==> src/hw/rtl/iwc_pkg.sv <==
// ----------------------------------------------------------------------------
// iwc_pkg
// Shared types and constants of the image window convolution block.
// ----------------------------------------------------------------------------
package iwc_pkg;

    // Parameter defaults
    localparam int MAX_WIDTH_DEF      = 1024;
    localparam int MAX_RADIUS_DEF     = 4;
    localparam int COEF_FRAC_BITS_DEF = 16;

    // Field widths
    localparam int OP_W       = 2;
    localparam int PIX_W      = 8;
    localparam int CIDX_W     = 7;
    localparam int CVAL_W     = 17;
    localparam int ROW_W      = 16;
    localparam int S_DATA_W   = PIX_W + CIDX_W + CVAL_W;
    localparam int CFG_IDX_W  = 2;
    localparam int CFG_DATA_W = 16;
    localparam int CFG_WID_W  = 11;
    localparam int RAD_W      = 3;

    // Reset values of the registers
    localparam logic [CFG_WID_W-1:0]  WIDTH_RST  = 11'd1024;
    localparam logic [ROW_W-1:0]      HEIGHT_RST = 16'd1024;
    localparam logic [RAD_W-1:0]      RADIUS_RST = 3'd4;

    // Item kinds carried on tuser
    typedef enum logic [OP_W-1:0] {
        OP_COEF  = 2'd0,
        OP_PIXEL = 2'd1,
        OP_FLUSH = 2'd2,
        OP_NONE  = 2'd3
    } op_t;

    // Register indexes of the configuration port
    typedef enum logic [CFG_IDX_W-1:0] {
        REG_WIDTH  = 2'd0,
        REG_HEIGHT = 2'd1,
        REG_RADIUS = 2'd2
    } cfg_reg_t;

    // Window sequencer states
    typedef enum logic [2:0] {
        ST_IDLE,
        ST_CHECK,
        ST_FETCH,
        ST_WAIT,
        ST_MULT,
        ST_SUM,
        ST_ACC,
        ST_OUT
    } seq_state_t;

    // Controls broadcast to every cell of the row
    typedef struct packed {
        logic              shift;
        logic              mult;
        logic              sum;
        logic              load_en;
        logic [CIDX_W-1:0] load_idx;
        logic [CVAL_W-1:0] load_val;
    } cell_ctrl_t;

endpackage

==> src/hw/rtl/iwc_cell.sv <==
// ----------------------------------------------------------------------------
// iwc_cell
// One kernel column: holds its coefficients, one window pixel, a product
// and a partial sum, and hands pixel and partial sum to its neighbors.
// ----------------------------------------------------------------------------
module iwc_cell #(
    parameter int KSIDE    = 9,
    parameter int CELL_IDX = 0,
    parameter int KROW_W   = 4,
    parameter int ACC_W    = 32
) (
    input  logic                     aclk,
    input  logic                     aresetn,
    input  iwc_pkg::cell_ctrl_t      ctrl,
    input  logic [KROW_W-1:0]        row_sel,
    input  logic [iwc_pkg::PIX_W-1:0] pix_in,
    output logic [iwc_pkg::PIX_W-1:0] pix_out,
    input  logic [ACC_W-1:0]         psum_in,
    output logic [ACC_W-1:0]         psum_out
);
    import iwc_pkg::*;

    localparam int PROD_W = PIX_W + CVAL_W;

    logic [CVAL_W-1:0] coef_reg [KSIDE];
    logic [PIX_W-1:0]  pix_reg;
    logic [PROD_W-1:0] prod_reg;
    logic [ACC_W-1:0]  psum_reg;
    logic [CVAL_W-1:0] coef_sel;

    // Load coefficients of this column, one per kernel row
    always_ff @(posedge aclk) begin
        if (!aresetn) begin
            for (int d = 0; d < KSIDE; d++) begin
                coef_reg[d] <= '0;
            end
        end else if (ctrl.load_en) begin
            for (int d = 0; d < KSIDE; d++) begin
                if (int'(ctrl.load_idx) == d * KSIDE + CELL_IDX) begin
                    coef_reg[d] <= ctrl.load_val;
                end
            end
        end
    end

    assign coef_sel = coef_reg[row_sel];

    // Shift pixels along the row, multiply, then ripple the partial sum
    always_ff @(posedge aclk) begin
        if (ctrl.shift) begin
            pix_reg <= pix_in;
        end
        if (ctrl.mult) begin
            prod_reg <= pix_reg * coef_sel;
        end
        if (ctrl.sum) begin
            psum_reg <= psum_in + ACC_W'(prod_reg);
        end
    end

    assign pix_out  = pix_reg;
    assign psum_out = psum_reg;

endmodule

==> config.mk <==
export PLATFORM = sky130hd
export DESIGN_NAME = iwc_cell
export DESIGN_NICKNAME = d
export VERILOG_FILES = /design/src/hw/rtl/iwc_pkg.sv /design/src/hw/rtl/iwc_cell.sv
export SDC_FILE = /design/constraint.sdc
export NUM_CORES = 1
export LEC_CHECK = 0
export ABC_AREA = 1
export BUFFER_PORTS_ARGS = -buffer_cell sky130_fd_sc_hd__buf_2
export CAP_MARGIN = 20
export CORE_ASPECT_RATIO = 1.25
export CORE_MARGIN = 2
export CORE_UTILIZATION = 28
export CTS_CLUSTER_SIZE = 10
export DETAILED_ROUTE_END_ITERATION = 10
export GPL_ROUTABILITY_DRIVEN = 0
export GPL_TIMING_DRIVEN = 0
export PLACE_DENSITY_LB_ADDON = 0.1
export SYNTH_ARGS = -nofsm -noshare
export SYNTH_HDL_FRONTEND = slang
export SYNTH_SLANG_ARGS = --single-unit
==> constraint.sdc <==
create_clock -name aclk -period 5.05 [get_ports aclk]
set_clock_uncertainty 0.05 [all_clocks]
set_input_delay 0.505 -clock aclk [delete_from_list [all_inputs] [get_ports aclk]]
set_output_delay 0.505 -clock aclk [all_outputs]
set_load 0.03 [all_outputs]
# Word level (Yosys, flattened, before mapping)
# Memories as Yosys holds them, arrays and structs flattened.
# Index checks and enable logic that the tools add are counted.
# word_totals
wordCells,70
register_bits,65
inputBits,74
ramBits,153
memories,1
# op_classes
bitwise_logic,9
addsub,1
n_reduce_logical,1
n_eq_ne,8
n_mul,1
muxes,46
# memory_table
name,depth,width,read_ports,rd_clocked_by_memory_dff,write_ports,line,rtl
coef_reg,9,17,1,0,9,iwc_cell.sv:25,logic [CVAL_W-1:0] coef_reg [KSIDE];
# op_table
cell,n
$mux 17,9
$mux 1,37
$eq 7x7->1 const B,5
$add 32x25->32,1
$mul 8x17->25,1
$eq 7x6->1 const B,2
$or 1x1->1,9
$eq 7x5->1 const B,1
$logic_not 7->1,1

# Depth between registers and ports, before layout
# Gate-level depths: netlist of run 1.
# depth
word_depth,6
depth_mapped,27

# Worst setup path before layout of run 1
# OpenSTA, ideal clock, no wires.
# synth_timing
path_type,input-to-reg
from,input row_sel[0]
to,"register prod_reg[19], data pin"
cell_stages,21
slack_ns,0.207
t_arrival_ns,4.541
required_time_ns,4.748
path_buffers,3
cell_sequence,buf_6 > buf_6 > buf_6 > o211ai_1 > nand3_2 > nand3_4 > a21oi_1 > fa_1 > fa_1 > fa_1 > inv_1 > fa_1 > inv_1 > ha_1 > a21oi_1 > a21boi_0 > nor2_1 > nor2_1 > nand2_1 > nand2_1 > nand2_1
# synth_via
elab_chain_cells,2
# synth_rtl
element,line,rtl
start: declaration,iwc_cell.sv:15,"input logic [KROW_W-1:0] row_sel,"
$mem_v2 9x17,--,
$mul 8x17->25,iwc_cell.sv:54,prod_reg <= pix_reg * coef_sel;
end signal: assignment,iwc_cell.sv:54,
end: declaration,iwc_cell.sv:27,logic [PROD_W-1:0] prod_reg;
# Every way passes these cells.
# A chain may end at the register's enable or synchronous reset.

# Worst setup path after layout of run 1
# layout_timing
from,register pix_reg[6] (netlist: pix_out[6])
to,"register prod_reg[22], data pin"
# layout_via
elab_chain_cells,1
# layout_rtl
element,line,rtl
start: declaration,iwc_cell.sv:26,logic [PIX_W-1:0] pix_reg;
start signal: assignment,iwc_cell.sv:51,pix_reg <= pix_in;
$mul 8x17->25,iwc_cell.sv:54,
# Every way passes these cells.

==> impl_results.md, run 1 <==
- Total CTS buffers: 28
- CTS root buffer: clkbuf_16
- Vias: 11600
- # hold bufs at CTS: 0
- Crit path kind: reg2reg
- Worst-path maximum fanout: 10
- Clock tree buffer depth: 3
- # nets final: 2074
- ANT cells: 0
- Post-synthesis cell count: 1696
- Final Cycle Share: 96.3%
- Post-synthesis sequential area ratio: 42.4%
- Routed Antenna Nets: 0
- Tightest Pin Transition: 1.01 ns
- R2R setup slack: 0.19 ns
- Synthesized cell area: 15400 um2
- Hold path cells: 1
- Post-Synth Simple-Gate Area: 18.5%
- Initial core utilization: 28.2%
- XOR/XNOR Fraction of Synth Area: 1.53%
- Clk Latency, worst-skew pair: 0.59 ns
- P_leak: 0.00835 uW
- DP HPWL: 35.7 mm
- Site row count: 96
- H-tree levels: 1
- Pre-Repair DR Iteration Count: 5
- Final Hold Vio Count: 0
- Die ar.: 57100 um2
- IO Pins: 114
- DRT Wirelength: 44.4 mm
- Layout cell share with drive strength beyond 1: 14.5%
- Syn_area_per_cell: 9.11 um2
- Slew HR: 32.5%
- Die width: 214 um
- Crit path to: prod_reg[22]
- Initial antenna violation count: 0
- Worst EP arrival: 5.14 ns
- Largest net degree at the start of global routing: 33
- TritonCTS clock tree: yes
- Synth Area in Adders: 17.5%
- Vias in the first global route: 12200
- FF+latch count, synth: 218
- RR Endpoint: prod_reg[22]
- # DRC: 0
- WL/cell: 17.2 um
- Post-synth net total: 1931
- Critical Path RT: 5.32 ns
- Compound-cell area share of the yosys netlist: 9.84%
- Die span in y: 267 um
- Min cycle time layout: 4.86 ns
- Hold Crit Class: in2reg
- Max reg flops: 153
- Combinational family with the most area after synthesis: simple AND/OR/NAND/NOR gates
- Multiplexer share of the synthesized area: 0%
- FILL cells: 5821
- First-pass GRT wire length: 68.3 mm
- Fmax achieved: 206 MHz
- Yosys warning count: 0
- Port bufs: 108
- RR Startpoint: pix_out[6]
- CP Launch Type: register
- Setup violators final: 0
- Vias per cell: 4.50
- Grt ovf: 0
- Worst-path clk slew: 0.06 ns
- Worst vdd ir: 0.254 mV
- Netlist cell types: 39
- Maxcap violations: 0
- CP Capture Type: register
- GRT Util Overall: 15.5%
- CTS Sinks: 218
- RSZ-0062 raised after global routing: yes
- DRT iter0 DRCs: 637
- Pwr/cell area: 516 nW/um2
- Status: finished clean
- Core Region: 54800 um2
- Final Max Tran Viols: 0
- Worst R2R Path Depth: 17
- Critical path origin: pix_out[6]
- Hold slack: 0.0496 ns
- Area delta synth->final: 15.5%
- Core Util, Final: 32.6%
synth_stat cells:
library cell  number  area (um2)
ha_1              70         876
buf_6              8        90.1
a21oi_1          187         936
fa_1              91        1820
a21o_1             2        15.0
o211ai_2           9         113
nor4_1             1        6.26
o21ai_1            4        20.0
nand3_2           18         180
or2_1              1        6.26
nand4_1           13        81.3
nand2_2           12        75.1
a21boi_0           1        7.51
o21ai_0           41         205
and3_4             1        11.3
nand3_4           14         245
nor2_1            63         236
o211ai_1          25         188
nand3_1           76         380
xor2_1            22         193
xnor2_1            5        43.8
inv_2             11        41.3
buf_4              4        30.0
nand3b_1           1        7.51
o21bai_1           3        22.5
a31oi_1            1        6.26
inv_6              1        8.76
clkbuf_1          12        45.0
nor2_2             3        18.8
edfxtp_1         218        6550
o21a_1             1        7.51
nor3_2             3        30.0
nor3_1            10        50.1
buf_2             15        75.1
clkinv_1           1        3.75
or2_2              1        6.26
inv_1            341        1280
buf_12             1        20.0
nand2_1          405        1520
layout by cell type, fill, tap and decap left out, drive strengths merged, types with 22 or more instances in the layout:
cell type	instances
a21oi	187
nand3	108
fa	91
inv	353
nand2	417
o211ai	34
buf	143
o21ai	45
nor2	66
xor2	22
edfxtp	218
clkbuf	41
ha	70
cell type report:
type | instances | area [um2] | area share, %
multi-input cells | 1084 | 7360 | 41.2
flip-flops and latches | 218 | 6550 | 36.7
inverters | 354 | 1340 | 7.48
well taps | 735 | 920 | 5.15
clock buffers | 31 | 712 | 3.99
repair buffers | 113 | 633 | 3.55
plain buffers | 40 | 272 | 1.52
clock inverters | 11 | 65.1 | 0.365
per-stage QoR:
step	TNS [ns]	worst slack (ns)	std cells	total power [uW]	instance area [um2]
2_1_floorplan	0	0.207	1696	6180	15400
3_3_place_gp	-7.17	-0.712	2539	7460	16900
3_5_place_dp	-7.46	-0.740	2542	7480	17000
4_1_cts	0	0.00981	2585	9300	17800
5_1_grt	-0.104	-0.0482	2586	10100	17800
6_report	0	0.186	2586	9210	17800
where the power goes:
part	internal, uW	switching (uW)	total (uW)
Clock	991	784	1770
Combinational	1670	3210	4880
Sequential	2480	83.2	2560
Total	5140	4070	9210
critical path, cell delays in order (launching register included):
cell and delay [ns]:
edfxtp_1 0.57, inv_2 0.23, clkbuf_2 0.31, a21oi_1 0.11, fa_1 0.52, inv_1 0.05, fa_1 0.50, fa_1 0.44
fa_1 0.49, inv_1 0.04, ha_2 0.39, nand2_1 0.14, nor2_2 0.13, inv_1 0.07, nor2_1 0.14, nand4_1 0.19
nand4_1 0.15, nand2_1 0.08
routing by layer:
layer | up-vias | share of wire, % | global-route usage [%]
met3 | 85 | 3.5 | 1.94
met1 | 5502 | 38 | 15.9
met5 | - | 0 | 0
met4 | 0 | 4.2 | 6.68
li1 | 5801 | - | -
met2 | 238 | 54 | 31.2
cell families (layout without fill, tap and decap cells):
| group | count (synthesis) | in the layout |
|---|---|---|
| adders and majority gates | 161 | 161 |
| AOI/OAI and AO/OA | 274 | 274 |
| DFF | 218 | 218 |
| xor gates and xnor gates | 27 | 27 |
| buffers and inverters | 394 | 549 |
| and+or+nand+nor | 622 | 622 |
how the worst min path moves through the flow:
stage                            from          end
final                       pix_in[4]   pix_out[4]
after global routing        pix_in[4]   pix_out[4]
after CTS                   pix_in[3]   pix_out[3]
after detailed placement  prod_reg[0]  psum_out[0]
after global placement    prod_reg[0]  psum_out[0]
after floorplan           prod_reg[0]  psum_out[0]
repair_timing:
| item | 4_1_cts | 5_1_grt |
|---|---|---|
| buffers inserted | 1 | 0 |
| setup endpoints to repair | 9 | 11 |
| pin swaps | 0 | 3 |
| resized for setup | 12 | 16 |
Power figures use the tool's default switching activity.
==> inputs of run 2 (changes only) <==
CORE_ASPECT_RATIO = not set   (was 1.25)
==> run 2 against run 1 <==
  * Sequential cell count unchanged
  * Design area grew 0.80%
  * Routed wire length shrank 2.4%
  * Total power is 3.7% higher
  * Global-route usage is 0.087 points higher
  * First-iteration DRC count down 6.0%
  * Register-to-register slack better by 0.08 ns
  * Core utilization increased by 0.20 points
  * Critical path depth grew 3
  * Largest cell class unchanged
==> impl_results.md, run 2 (same netlist as run 1, synthesis figures left out) <==
- Hold Crit Class: in2reg
- CP Launch Type: primary input
- Tightest Pin Transition: 1.00 ns (-0.00961 ns)
- IO Pins: 114 (unchanged)
- Largest net degree at the start of global routing: 33 (unchanged)
- Worst slack, placed: -0.693 ns (+0.0476 ns)
- Vias in the first global route: 11900 (-3.0%)
- Worst EP arrival: 5.01 ns (-0.13 ns)
- Area delta synth->final: 16.4%
- Pwr/cell area: 531 nW/um2 (+2.8%)
- Slowest Stage Delay on Critical Path: 0.54 ns (-0.03 ns)
- CTS Sinks: 218 (unchanged)
- RSZ-0062 raised after global routing: no
- Worst-path clk slew: 0.05 ns (about the same)
- Initial antenna violation count: 0 (unchanged)
- Core Region: 54900 um2 (+0.19%)
- Worst-path maximum fanout: 10 (unchanged)
- Vias per cell: 4.54 (+0.98%)
- Clk Latency, worst-skew pair: 0.55 ns (-0.04 ns)
- DRT Wirelength: 43.3 mm (-2.4%)
- Grt ovf: 0 (unchanged)
- CP most frequent cell: fa_1
- Commonest non-fill, non-tap cell in the layout: nand2_1
- Slowest CP cell: fa_1
- Commonest non-fill, non-tap cells in the layout: 404 x nand2_1, 336 x inv_1, 218 x edfxtp_1
- # hold bufs at CTS: 0 (unchanged)
- Crit path kind: in2reg
- PnR worst setup slack: 0.259 ns (+0.0730 ns)
- Delay-heaviest family, CP: adder cells
- CP Capture Type: register
- Site row count: 86 (-10%)
- H-tree levels: 1 (unchanged)
- Routed Antenna Nets: 0 (unchanged)
- DP HPWL: 34.5 mm (-3.5%)
- Buffer and inverter count on the worst path: 5 (unchanged)
- First-pass GRT wire length: 68.2 mm (about the same)
- Worst vdd ir: 0.242 mV (-4.6%)
- Max reg flops: 153 (unchanged)
- Core Util, Final: 32.8% (+0.20 points)
- Die span in y: 239 um (-10%)
- Clock tree buffer depth: 3 (unchanged)
- Final Non-Filler Cells: 2563 (-0.89%)
- # nets final: 2080 (+0.29%)
- Final Max Tran Viols: 0 (unchanged)
- P_leak: 0.00843 uW (+0.90%)
- TritonCTS clock tree: yes
- Die width: 239 um (+12%)
- Final Hold Vio Count: 0 (unchanged)
- GRT Util Overall: 15.6% (+0.087 points)
- Critical Path RT: 5.27 ns (-0.05 ns)
- ANT cells: 0 (unchanged)
- Layout cell share with drive strength beyond 1: 15.7% (+1.1 points)
- Fmax achieved: 209 MHz (+1.5%)
- Total CTS buffers: 28 (unchanged)
- Die ar.: 57100 um2 (about the same)
- Setup violators final: 0 (unchanged)
- Slew HR: 33.1% (+0.64 points)
- Min cycle time layout: 4.79 ns (-0.0730 ns)
- CTS root buffer: clkbuf_16
- Setup TNS: 0 ns (unchanged)
- Inst Count DP: 2511 (-1.2%)
- WL/cell: 16.9 um (-1.5%)
- Maxcap violations: 0 (unchanged)
- Pre-Repair DR Iteration Count: 5 (unchanged)
- # DRC: 0 (unchanged)
- Vias: 11600 (+0.086%)
- Initial core utilization: 28.2% (-0.054 points)
- Final Cycle Share: 94.9% (-1.4 points)
- CP Cell Sequence: buf_4 > buf_6 > buf_6 > o211ai_1 > nand3_1 > nand3_2 > a21oi_1 > fa_1 > fa_1 > fa_1 > inv_1 > fa_1 > inv_1 > ha_1 > a21oi_1 > o21ai_1 > a21oi_1 > nand3_1 > nand2_1 > nand2_1
- Port bufs: 108 (unchanged)
- DRT iter0 DRCs: 599 (-6.0%)
- Status: finished clean
-- run 2: worst paths after layout --
check,start,end,slack (ns),cells past startpoint
worst min-delay path,pix_in[1],pix_out[1],0.09,1
worst max register to register,pix_out[4],prod_reg[19],0.27,19
worst max-delay path,row_sel[1],prod_reg[23],0.26,20
worst min register to register,prod_reg[0],psum_out[0],0.52,1
-- run 2: final cells by class --
cell class | count | area (um2)
buffer | 39 | 272
multi-input combinational | 1084 | 7420
clock inverter | 9 | 105
fill | 5758 | 36900
clock buffer | 35 | 727
sequential | 218 | 6550
tap | 704 | 881
inverter | 354 | 1340
timing repair buffer | 120 | 698
-- run 2: power by group --
group	internal (uW)	leakage, uW	total, uW	switching, uW
logic	1740	0.00593	5130	3390
registers	2480	0.00209	2560	85.6
clock network	1110	0.000401	1850	748
total	5320	0.00843	9540	4220
-- run 2: timing repair --
item                                    4_1_cts  5_1_grt
hold endpoints to repair                      0        0
gates resized for setup                       8       41
buffers inserted                              0        8
pin swaps                                     0        1
endpoints found under the setup margin        8       14
-- run 2: per-layer routing --
| metal | GRT usage [%] | vias to the layer above | part of all wire, % |
|---|---|---|---|
| met3 | 1.69 | 35 | 3.5 |
| li1 | - | 5791 | - |
| met5 | 0 | - | 0 |
| met4 | 2.78 | 0 | 1.4 |
| met2 | 25.2 | 211 | 45 |
| met1 | 22.7 | 5599 | 50 |
-- run 2: through the flow --
stage          power (uW)  instance area (um2)  hold slack (ns)
6_report             9540                18000           0.0878
5_1_grt             10500                18000           0.0577
4_1_cts              9540                17800           0.0517
3_5_place_dp         7640                16900            0.511
3_3_place_gp         7630                16900            0.515
2_1_floorplan        6180                15400            0.463
==> inputs of run 3 (changes only) <==
PLACE_DENSITY_LB_ADDON = not set   (was 0.1)
==> run 3 against run 2 <==
  * Via count is 2.6% higher
  * Sequential cell count unchanged
  * Die area stayed put
  * Critical path depth fell by 3
  * Critical path type is now reg2reg
  * Final cell count fell by 0.20%
==> impl_results.md, run 3 (same netlist as run 1, synthesis figures left out) <==
- Clk Latency, worst-skew pair: 0.56 ns (about the same)
- TritonCTS clock tree: yes
- CTS Sinks: 218 (unchanged)
- Worst-path clk slew: 0.05 ns (about the same)
- Die span in y: 239 um (unchanged)
- Final Hold Vio Count: 0 (unchanged)
- Vias in the first global route: 11900 (+0.15%)
- Die width: 239 um (unchanged)
- Worst Min Path Start: pix_in[6]
- FILL cells: 5633 (-2.2%)
- # DRC: 0 (unchanged)
- Finished Cell Area: 17900 um2 (-0.66%)
- DP HPWL: 30.9 mm (-10%)
- Maxcap violations: 0 (unchanged)
- Routed Antenna Nets: 0 (unchanged)
- H-tree levels: 1 (unchanged)
- Hold slack: 0.0701 ns (-0.0176 ns)
- Commonest non-fill, non-tap cell in the layout: nand2_1
- DRT Wirelength: 39.7 mm (-8.5%)
- RR Endpoint: prod_reg[22]
- Hold Path End: pix_out[6]
- Pre-Repair DR Iteration Count: 5 (unchanged)
- CP Launch Type: register
- Core Region: 54900 um2 (unchanged)
- CP Capture Type: register
- Reg area: 6550 um2 (unchanged)
- Area delta synth->final: 15.6%
- Setup violators final: 0 (unchanged)
- RR Startpoint: pix_out[4]
- Critical Path RT: 5.30 ns (+0.03 ns)
- Initial antenna violation count: 0 (unchanged)
- Port bufs: 108 (unchanged)
- Commonest non-fill, non-tap cells in the layout: 404 x nand2_1, 338 x inv_1, 218 x edfxtp_1
- R2R setup slack: 0.27 ns (about the same)
- Grt ovf: 0 (unchanged)
- GRT Util Overall: 13.8% (-1.8 points)
- Worst R2R Path Depth: 17 (-2)
- IO Pins: 114 (unchanged)
- Largest net degree at the start of global routing: 33 (unchanged)
- Worst-path maximum fanout: 10 (unchanged)
- Placed instance area: 16900 um2 (-0.24%)
- Max reg flops: 153 (unchanged)
- First-pass GRT wire length: 62.4 mm (-8.6%)
- P_leak: 0.00838 uW (-0.58%)
- Pwr/cell area: 519 nW/um2 (-2.1%)
- Worst EP arrival: 5.03 ns (+0.02 ns)
- # hold bufs at CTS: 0 (unchanged)
- Final Cycle Share: 94.7% (-0.16 points)
- Status: finished clean
- Site row count: 86 (unchanged)
- WL/cell: 15.5 um (-8.3%)
- Final Max Tran Viols: 0 (unchanged)
- Die ar.: 57100 um2 (unchanged)
- CTS root buffer: clkbuf_16
- Slew HR: 29.3% (-3.8 points)
- Vias: 11900 (+2.6%)
- Fmax achieved: 209 MHz (+0.16%)
- Tightest Pin Transition: 1.06 ns (+0.0573 ns)
- Total CTS buffers: 27 (-3.6%)
- # nets final: 2079 (-0.048%)
- Multi-input combinational cell area: 7340 um2 (-1.0%)
- Hold path cells: 1 (unchanged)
- Crit path kind: reg2reg
- Initial core utilization: 28.2% (unchanged)
- Layout cell share with drive strength beyond 1: 14.7% (-0.93 points)
- Vias per cell: 4.67 (+2.8%)
- ANT cells: 0 (unchanged)
- Hold Crit Class: in2reg
- RSZ-0062 raised after global routing: no
- Worst vdd ir: 0.363 mV (+50%)
- Min cycle time layout: 4.78 ns (-0.00783 ns)
- Setup TNS: 0 ns (unchanged)
- Clock tree buffer depth: 3 (unchanged)
- DRT iter0 DRCs: 781 (+30%)
run 3: worst max-delay path, cell delays in order, from the launching register on:
cell,delay [ns]
edfxtp_1,0.54
inv_1,0.23
clkbuf_4,0.26
a21oi_1,0.17
fa_1,0.46
fa_1,0.53
fa_1,0.50
inv_1,0.05
fa_1,0.47
inv_1,0.04
ha_1,0.38
nand2_1,0.16
inv_1,0.08
nand2_1,0.06
nor2_1,0.17
nand4_1,0.18
nand4_1,0.13
nand2_1,0.07
run 3: what timing repair did:
action	4_1_cts	5_1_grt
setup buffers	0	13
setup endpoints to repair	2	9
resized for setup	1	22
pin swaps	0	4
run 3: worst max-delay path by stage:
stage	from	endpoint	cells after the start
3_5_place_dp	row_sel[2]	prod_reg[19]	20
4_1_cts	pix_out[7]	prod_reg[23]	17
3_3_place_gp	row_sel[2]	prod_reg[22]	20
6_report	pix_out[4]	prod_reg[22]	17
2_1_floorplan	row_sel[0]	prod_reg[19]	21
5_1_grt	pix_out[4]	prod_reg[21]	19
run 3: per-layer routing:
metal | vias to the layer above | global-route usage (%) | part of all wire (%)
met5 | - | 0 | 0
met4 | 0 | 4.68 | 3.4
met3 | 88 | 2.15 | 6.0
met2 | 438 | 24.2 | 48
met1 | 5619 | 17.3 | 43
li1 | 5797 | - | -
run 3: stage by stage:
stage	worst slack [ns]	power [uW]	utilization, %	instances
finish	0.267	9280	32.6	2558
global route	0.00555	10100	32.6	2558
CTS	0.0504	9280	32.3	2545
detailed placement	-0.473	7380	30.8	2510
global placement	-0.446	7310	30.7	2508
floorplan	0.207	6180	-	1696
run 3: cell type report:
class | instances | share of cell area [%]
Buffer | 36 | 1.42
Clock buffer | 33 | 3.91
Clock inverter | 6 | 0.658
Inverter | 354 | 7.55
Multi-Input combinational cell | 1084 | 41.1
Sequential cell | 218 | 36.6
Tap cell | 704 | 4.93
Timing Repair Buffer | 123 | 3.80
run 3: power breakdown:
group | switching [uW] | internal (uW) | leakage, uW | total, uW
Sequential | 88.7 | 2480 | 0.00209 | 2570
Combinational | 3170 | 1690 | 0.00589 | 4860
Clock | 737 | 1120 | 0.000395 | 1850
Total | 4000 | 5280 | 0.00838 | 9280
